## config.mk

```make
export PLATFORM = sky130hd
export DESIGN_NAME = prime_enumerator_trial_division_unit
export DESIGN_NICKNAME = d
export VERILOG_FILES = /design/src/hdl/petd_pkg.sv /design/src/hdl/prime_enumerator_trial_division_unit.sv
export SDC_FILE = /design/constraint.sdc
export NUM_CORES = 1
export LEC_CHECK = 0
export BUFFER_PORTS_ARGS = -buffer_cell sky130_fd_sc_hd__buf_2
export CAP_MARGIN = 25
export CELL_PAD_IN_SITES_DETAIL_PLACEMENT = 1
export CELL_PAD_IN_SITES_GLOBAL_PLACEMENT = 1
export CORE_MARGIN = 4
export CORE_UTILIZATION = 52
export DETAILED_ROUTE_END_ITERATION = 10
export GPL_TIMING_DRIVEN = 0
export PLACE_DENSITY = 0.82
export SLEW_MARGIN = 30
export SYNTH_ARGS = -nofsm -noshare
export SYNTH_HDL_FRONTEND = slang
export SYNTH_SLANG_ARGS = --single-unit
```

## constraint.sdc

```tcl
create_clock -name clock -period 9 [get_ports clock]
set_input_delay 0.45 -clock clock [delete_from_list [all_inputs] [get_ports clock]]
set_output_delay 0.45 -clock clock [all_outputs]
set_load 0.02 [all_outputs]
```

## src/hdl/petd_pkg.sv

```systemverilog
// ----------------------------------------------------------------------------
// petd_pkg
// Widths, sequencer states and width helpers for the prime enumerator.
// ----------------------------------------------------------------------------
package petd_pkg;

   localparam int VALUE_WIDTH = 16;                 // arithmetic width, 4..32
   localparam int FIELD_W     = 16;                 // width of limit and result fields
   localparam int CNT_W       = $clog2(VALUE_WIDTH); // divider bit counter

   typedef enum logic [2:0] {
      ST_IDLE,
      ST_TEST,
      ST_CMP,
      ST_DIV,
      ST_REM,
      ST_OUT
   } petd_state_type;

   // Limit register field masked to the arithmetic width.
   function automatic logic [VALUE_WIDTH-1:0] limit_of(input logic [FIELD_W-1:0] d);
      logic [VALUE_WIDTH+FIELD_W-1:0] wide;
      wide = {{VALUE_WIDTH{1'b0}}, d};
      return wide[VALUE_WIDTH-1:0];
   endfunction

   // Arithmetic value masked to the result field width.
   function automatic logic [FIELD_W-1:0] field_of(input logic [VALUE_WIDTH-1:0] v);
      logic [VALUE_WIDTH+FIELD_W-1:0] wide;
      wide = {{FIELD_W{1'b0}}, v};
      return wide[FIELD_W-1:0];
   endfunction

endpackage

```

## src/hdl/prime_enumerator_trial_division_unit.sv

```systemverilog
// ----------------------------------------------------------------------------
// prime_enumerator_trial_division_unit
// Gives the next prime up to a programmable limit on each request.
// ----------------------------------------------------------------------------
// Each request returns the next prime above the last one returned, up to and
// including csr_upper_limit; with req_restart high the search begins again
// from 2. When no prime is left at or below the limit the response carries
// rsp_exhausted = 1 and rsp_prime_value = 0, and the last prime is kept, so a
// raised limit continues from where the enumeration stopped. A restart that
// finds nothing still forgets the last prime. Primality is
// tested by trial division with divisors d = 2, 3, ... while d*d <= n, each
// remainder coming from one restoring divider that retires one bit a cycle.
// Per candidate the sequencer first checks the range, then for each trial
// divisor compares the square, runs the divider and tests the remainder; the
// candidate that proves prime ends on one more square compare, while a
// composite stops at its first factor. The block is busy (req_ready low)
// from acceptance until the response is loaded into the output register; a
// pending response waits there while the next request is accepted.
// csr_ready is always high: write the limit only while idle.
// ----------------------------------------------------------------------------
module prime_enumerator_trial_division_unit
   import petd_pkg::*;
(
   input  logic               clock,
   input  logic               reset,
   // request channel
   input  logic               req_valid,
   output logic               req_ready,
   input  logic               req_restart,
   // response channel
   output logic               rsp_valid,
   input  logic               rsp_ready,
   output logic [FIELD_W-1:0] rsp_prime_value,
   output logic               rsp_exhausted,
   // limit register write
   input  logic               csr_valid,
   output logic               csr_ready,
   input  logic [FIELD_W-1:0] csr_upper_limit
);

   petd_state_type state_ff, state_in;

   logic [VALUE_WIDTH-1:0] limit_ff,  limit_in;   // masked upper limit
   logic [VALUE_WIDTH-1:0] last_ff,   last_in;    // last prime returned
   logic [VALUE_WIDTH:0]   cand_ff,   cand_in;    // candidate, may reach limit + 1
   logic [VALUE_WIDTH-1:0] div_ff,    div_in;     // trial divisor
   logic [VALUE_WIDTH+1:0] sq_ff,     sq_in;      // div_ff squared, kept incrementally
   logic [VALUE_WIDTH:0]   rem_ff,    rem_in;     // partial remainder
   logic [CNT_W-1:0]       cnt_ff,    cnt_in;     // dividend bit under way
   logic                   found_ff,  found_in;   // prime found, else exhausted

   logic                   rsp_valid_ff, rsp_valid_in;
   logic [FIELD_W-1:0]     rsp_value_ff, rsp_value_in;
   logic                   rsp_exh_ff,   rsp_exh_in;

   logic                   req_fire;
   logic                   out_free;
   logic                   over_limit;
   logic                   sq_above;
   logic                   rem_zero;
   logic [VALUE_WIDTH-1:0] cand_low;
   logic [VALUE_WIDTH:0]   shifted;
   logic [VALUE_WIDTH:0]   diff;
   logic                   fits;

   assign req_ready = (state_ff == ST_IDLE);
   assign req_fire  = req_valid && req_ready;
   assign csr_ready = 1'b1;
   assign out_free  = !rsp_valid_ff || rsp_ready;

   assign over_limit = cand_ff > {1'b0, limit_ff};
   assign sq_above   = sq_ff > {1'b0, cand_ff};
   assign rem_zero   = (rem_ff == '0);

   // Shared restoring divider step: shift in the next dividend bit, subtract
   // the divisor when it fits.
   assign cand_low = cand_ff[VALUE_WIDTH-1:0];
   assign shifted  = {rem_ff[VALUE_WIDTH-1:0], cand_low[cnt_ff]};
   assign diff     = shifted - {1'b0, div_ff};
   assign fits     = shifted >= {1'b0, div_ff};

   // Next state
   always_comb begin
      state_in = state_ff;
      unique case (state_ff)
         ST_IDLE: begin
            if (req_fire) state_in = ST_TEST;
         end
         ST_TEST: begin
            state_in = over_limit ? ST_OUT : ST_CMP;
         end
         ST_CMP: begin
            state_in = sq_above ? ST_OUT : ST_DIV;
         end
         ST_DIV: begin
            if (cnt_ff == '0) state_in = ST_REM;
         end
         ST_REM: begin
            state_in = rem_zero ? ST_TEST : ST_CMP;
         end
         ST_OUT: begin
            if (out_free) state_in = ST_IDLE;
         end
         default: state_in = ST_IDLE;
      endcase
   end

   // Datapath and response register
   always_comb begin
      limit_in     = limit_ff;
      last_in      = last_ff;
      cand_in      = cand_ff;
      div_in       = div_ff;
      sq_in        = sq_ff;
      rem_in       = rem_ff;
      cnt_in       = cnt_ff;
      found_in     = found_ff;
      rsp_valid_in = rsp_valid_ff && !rsp_ready;
      rsp_value_in = rsp_value_ff;
      rsp_exh_in   = rsp_exh_ff;

      if (csr_valid && csr_ready) limit_in = limit_of(csr_upper_limit);

      unique case (state_ff)
         ST_IDLE: begin
            if (req_fire) begin
               // restart forgets the last prime and searches from 2 again
               if (req_restart) last_in = VALUE_WIDTH'(1);
               cand_in = req_restart ? (VALUE_WIDTH+1)'(2)
                                     : {1'b0, last_ff} + (VALUE_WIDTH+1)'(1);
            end
         end
         ST_TEST: begin
            found_in = 1'b0;
            div_in   = VALUE_WIDTH'(2);
            sq_in    = (VALUE_WIDTH+2)'(4);
         end
         ST_CMP: begin
            if (sq_above) begin
               found_in = 1'b1;
            end else begin
               rem_in = '0;
               cnt_in = CNT_W'(VALUE_WIDTH - 1);
            end
         end
         ST_DIV: begin
            rem_in = fits ? diff : shifted;
            cnt_in = cnt_ff - CNT_W'(1);
         end
         ST_REM: begin
            if (rem_zero) begin
               cand_in = cand_ff + (VALUE_WIDTH+1)'(1);
            end else begin
               div_in = div_ff + VALUE_WIDTH'(1);
               sq_in  = sq_ff + {1'b0, div_ff, 1'b1};   // (d+1)^2 = d^2 + 2d + 1
            end
         end
         ST_OUT: begin
            if (out_free) begin
               rsp_valid_in = 1'b1;
               if (found_ff) begin
                  last_in      = cand_low;
                  rsp_value_in = field_of(cand_low);
                  rsp_exh_in   = 1'b0;
               end else begin
                  rsp_value_in = '0;
                  rsp_exh_in   = 1'b1;
               end
            end
         end
         default: begin
            found_in = 1'b0;
         end
      endcase
   end

   always_ff @(posedge clock) begin
      if (reset) begin
         state_ff     <= ST_IDLE;
         limit_ff     <= '0;
         last_ff      <= VALUE_WIDTH'(1);
         found_ff     <= 1'b0;
         rsp_valid_ff <= 1'b0;
      end else begin
         state_ff     <= state_in;
         limit_ff     <= limit_in;
         last_ff      <= last_in;
         found_ff     <= found_in;
         rsp_valid_ff <= rsp_valid_in;
      end
   end

   always_ff @(posedge clock) begin
      cand_ff      <= cand_in;
      div_ff       <= div_in;
      sq_ff        <= sq_in;
      rem_ff       <= rem_in;
      cnt_ff       <= cnt_in;
      rsp_value_ff <= rsp_value_in;
      rsp_exh_ff   <= rsp_exh_in;
   end

   assign rsp_valid       = rsp_valid_ff;
   assign rsp_prime_value = rsp_value_ff;
   assign rsp_exhausted   = rsp_exh_ff;

endmodule

```

==> flow_metrics.tcl <==
set metrics [dict create \
    status "completed" \
    start_util_pct 53.2 \
    grt.overflow.total 0 \
    setup_violations 0 \
    drtIter0Drc 444 \
    min_period_ns 4.45 \
    rsz0062_at_grt "no" \
    grt-busiest-layer "met2" \
    worstHoldEndpoint "limit_ff[11]" \
    numCtsBuffers 17 \
    die_x_um 133 \
    antenna_found_initial 0 \
    wl_mm 24.9 \
    grt_util_all_layers_pct 28.8 \
    syn-cell-area_sq_mm 0.00811 \
    clkSinkCount 126 \
    synth_nets 946 \
    relSlewSlack_pct 50.9 \
    path_cells "clkbuf_1 > mux4_2 > nand2_1 > o21ai_0 > o21ai_0 > ha_1 > inv_1 > fa_1 > a211oi_1 > o21bai_1 > o21ai_2 > o21ai_0 > a221o_1 > or3_1 > a21oi_1" \
    gp_congestion 0.927 \
    total_power_w 0.00356 \
    reg2reg_slack_ns 4.55 \
    ant_nets 0 \
    row_count 45 \
    synth_edf_count 89 \
    max-cap-violations 0 \
    wl_per_cell_um 21.8 \
    grt_use_met1_pct 32.9 \
    hold_viol 0 \
    max_freq_ghz 0.225 \
    syn_area_per_cell_sq_um 9.51 \
    worstSetupPathType "flip-flop to flip-flop" \
    worst_path_max_delay_cell "mux4_2" \
    synth.distinct_cells 61 \
    synth_top_area_share_pct 32.9 \
    power_density_mw_per_mm2 385 \
    maxSlewViolCount 0 \
    ios 42 \
    grt_max_degree 21 \
    grt_pass1_vias 7553 \
    hold_ws_ns 0.263 \
    synth_ff_type "edfxtp_1" \
    ys_warn_count 0 \
    clk_path_buf_depth 2 \
    r2r-end "rem_ff[16]" \
    route.detailed.drc 0 \
    die_area_sq_mm 0.0177 \
    arrival_ns 4.73 \
    vias 6838 \
    cts_resized 0 \
    grtUsageMet3_pct 5.51 \
    final_net_count 1009 \
    crit_family "compound AO/OA/AOI/OAI gates" \
    cts.clk_slew.worst_paths_ns 0.06 \
    post-synth-top-area-cell "edfxtp_1" \
    critPathMaxStageDelay_ns 0.57 \
    coreArea_sq_mm 0.0153 \
    grt_pass1_wl_mm 40.0 \
    vias_per_cell 6.00 \
    critPathMostFrequentCell "o21ai_0" \
    cp_max_fo 6 \
    cp.buffers_inverters 2 \
    peakVddDrop_mv 0.256 \
    die_h_um 133 \
    reg2reg_depth 15 \
    reg2reg_from "cnt_ff[0]" \
    leakagePower_nw 3.61 \
    synth.area.top_cells "edfxtp_1 33%, ha_1 11%, dfxtp_1 9.1%" \
    seq_area_frac_synth_pct 42.1 \
    h-tree-depth 4 \
    layout-drive-gt1-share_pct 10.3 \
    final_cell_mix "110 x nor2_1, 89 x edfxtp_1, 69 x ha_1, 68 x inv_1, 57 x a21oi_1" \
    cts_setup_buffers 0 \
    clock_tree.root_cell "clkbuf_16" \
    cp.required_ns 9.28 \
    worst_setup_path_end_kind "flip-flop" \
    firstDrtPassIters 4 \
    synth.ff_latch_count 126 \
    worst_pin_slew_ns 0.736 \
    final_common_cell "nor2_1" \
    tns_ns 0 \
    cts_tree "built" \
    worstSetupStartpointType "flip-flop" \
    timing.final.crit_share_pct 49.5 \
    gr-usage-met2_pct 51.6 \
    netlist_instances 853 \
    postCtsHoldBufs 0 \
    clk_latency_ns 0.43 \
    min_from "csr_upper_limit[11]" \
    min_path_cells 3 \
    portBuffers 38 \
    syn_to_final_growth_pct 13.8 \
    finalClockSkew_ns 0.00757 \
    worst_hold_path_type "input port to flip-flop" \
    synthArstFlopShare_pct 0 \
    n_antenna_cell 0 \
    dp_hpwl_mm 18.6 \
]
-- stage by stage --
stage	worst slack (ns)	area (sq um)	utilization, %	std cells
final	4.55	9230	60.5	1140
after global routing	4.28	9230	60.5	1140
after floorplan	5.38	8110	-	853
after CTS	4.56	9230	60.5	1140
after detailed placement	4.63	8650	56.7	1108
after global placement	4.24	8570	56.1	1102
-- synthesized netlist by cell type (all sizes together) (2+ instances only) --
cell    count
a21boi      2
clkbuf     22
nor2b       8
xnor2      51
xor2       15
a31oi       4
nand3b      2
and3        8
nand4      13
o21a        3
and2        3
o21ai      36
o211ai      5
dfxtp      37
buf         5
and4        4
fa          2
inv        68
o22ai      13
o31ai       2
a211oi     11
nor2      112
or3        11
nor3b       2
nand2b      9
a41oi       2
nand2      50
a21oi      58
mux4        4
a21o       19
nor3       16
a31o        2
ha         69
a221o       3
nand3      40
o21bai      6
edfxtp     89
nor4        6
mux2i      31
-- routing by layer --
layer  vias up  wire (um)
met4         0       1070
met5         -          0
met1      3412       9850
li1       3183          -
met2       167      13000
met3        76        931
-- report_power, final --
group / internal, W / switching (W)
Clock: 0.000428 / 0.000259
Combinational: 0.000719 / 0.00115
Sequential: 0.000840 / 0.000164
Total: 0.00199 / 0.00157
-- worst register-to-register path, cell delays in order (launching register included) --
cell and delay [ns]:
edfxtp_1 0.32, clkbuf_1 0.34, mux4_2 0.57, nand2_1 0.08
o21ai_0 0.07, o21ai_0 0.32, ha_1 0.28, inv_1 0.08
fa_1 0.43, a211oi_1 0.23, o21bai_1 0.17, o21ai_2 0.24
o21ai_0 0.26, a221o_1 0.45, or3_1 0.32, a21oi_1 0.15
-- state kept, by name (all words and copies together), names as in the netlist, 3 cells and up --
register / flops
cnt_ff: 4
rem_ff: 17
limit_ff: 16
rsp_prime_value: 16
div_ff: 16
last_ff: 16
state_ff: 3
sq_ff: 18
cand_ff: 17
-- cell type report --
| cell class | instances | area [sq um] |
|---|---|---|
| Buffer | 27 | 115 |
| Clock buffer | 25 | 487 |
| Clock inverter | 7 | 83.8 |
| Fill cell | 1758 | 6030 |
| Inverter | 69 | 259 |
| Multi-Input combinational cell | 631 | 4360 |
| Sequential cell | 126 | 3410 |
| Tap cell | 211 | 264 |
| Timing Repair Buffer | 44 | 246 |
-- worst max path at each step --
stage	startpoint	endpoint	slack, ns	cells past startpoint
after global routing	cnt_ff[0]	rem_ff[16]	4.28	15
final	cnt_ff[0]	rem_ff[16]	4.55	15
after global placement	cand_ff[4]	rem_ff[11]	4.24	9
after floorplan	cnt_ff[0]	rem_ff[16]	5.38	15
after CTS	cnt_ff[0]	rem_ff[16]	4.56	15
after detailed placement	cnt_ff[0]	rem_ff[16]	4.63	15
-- cell families after synthesis --
family | share of synthesized area, %
other | 0.0462
DFF | 42.1
buffers and inverters | 4.61
muxes | 5.07
and+or+nand+nor | 16.8
xor gates and xnor gates | 7.13
adders and majority gates | 11.1
AOI/OAI and AO/OA | 13.1
No activity file was read; power rests on OpenSTA's default activity.
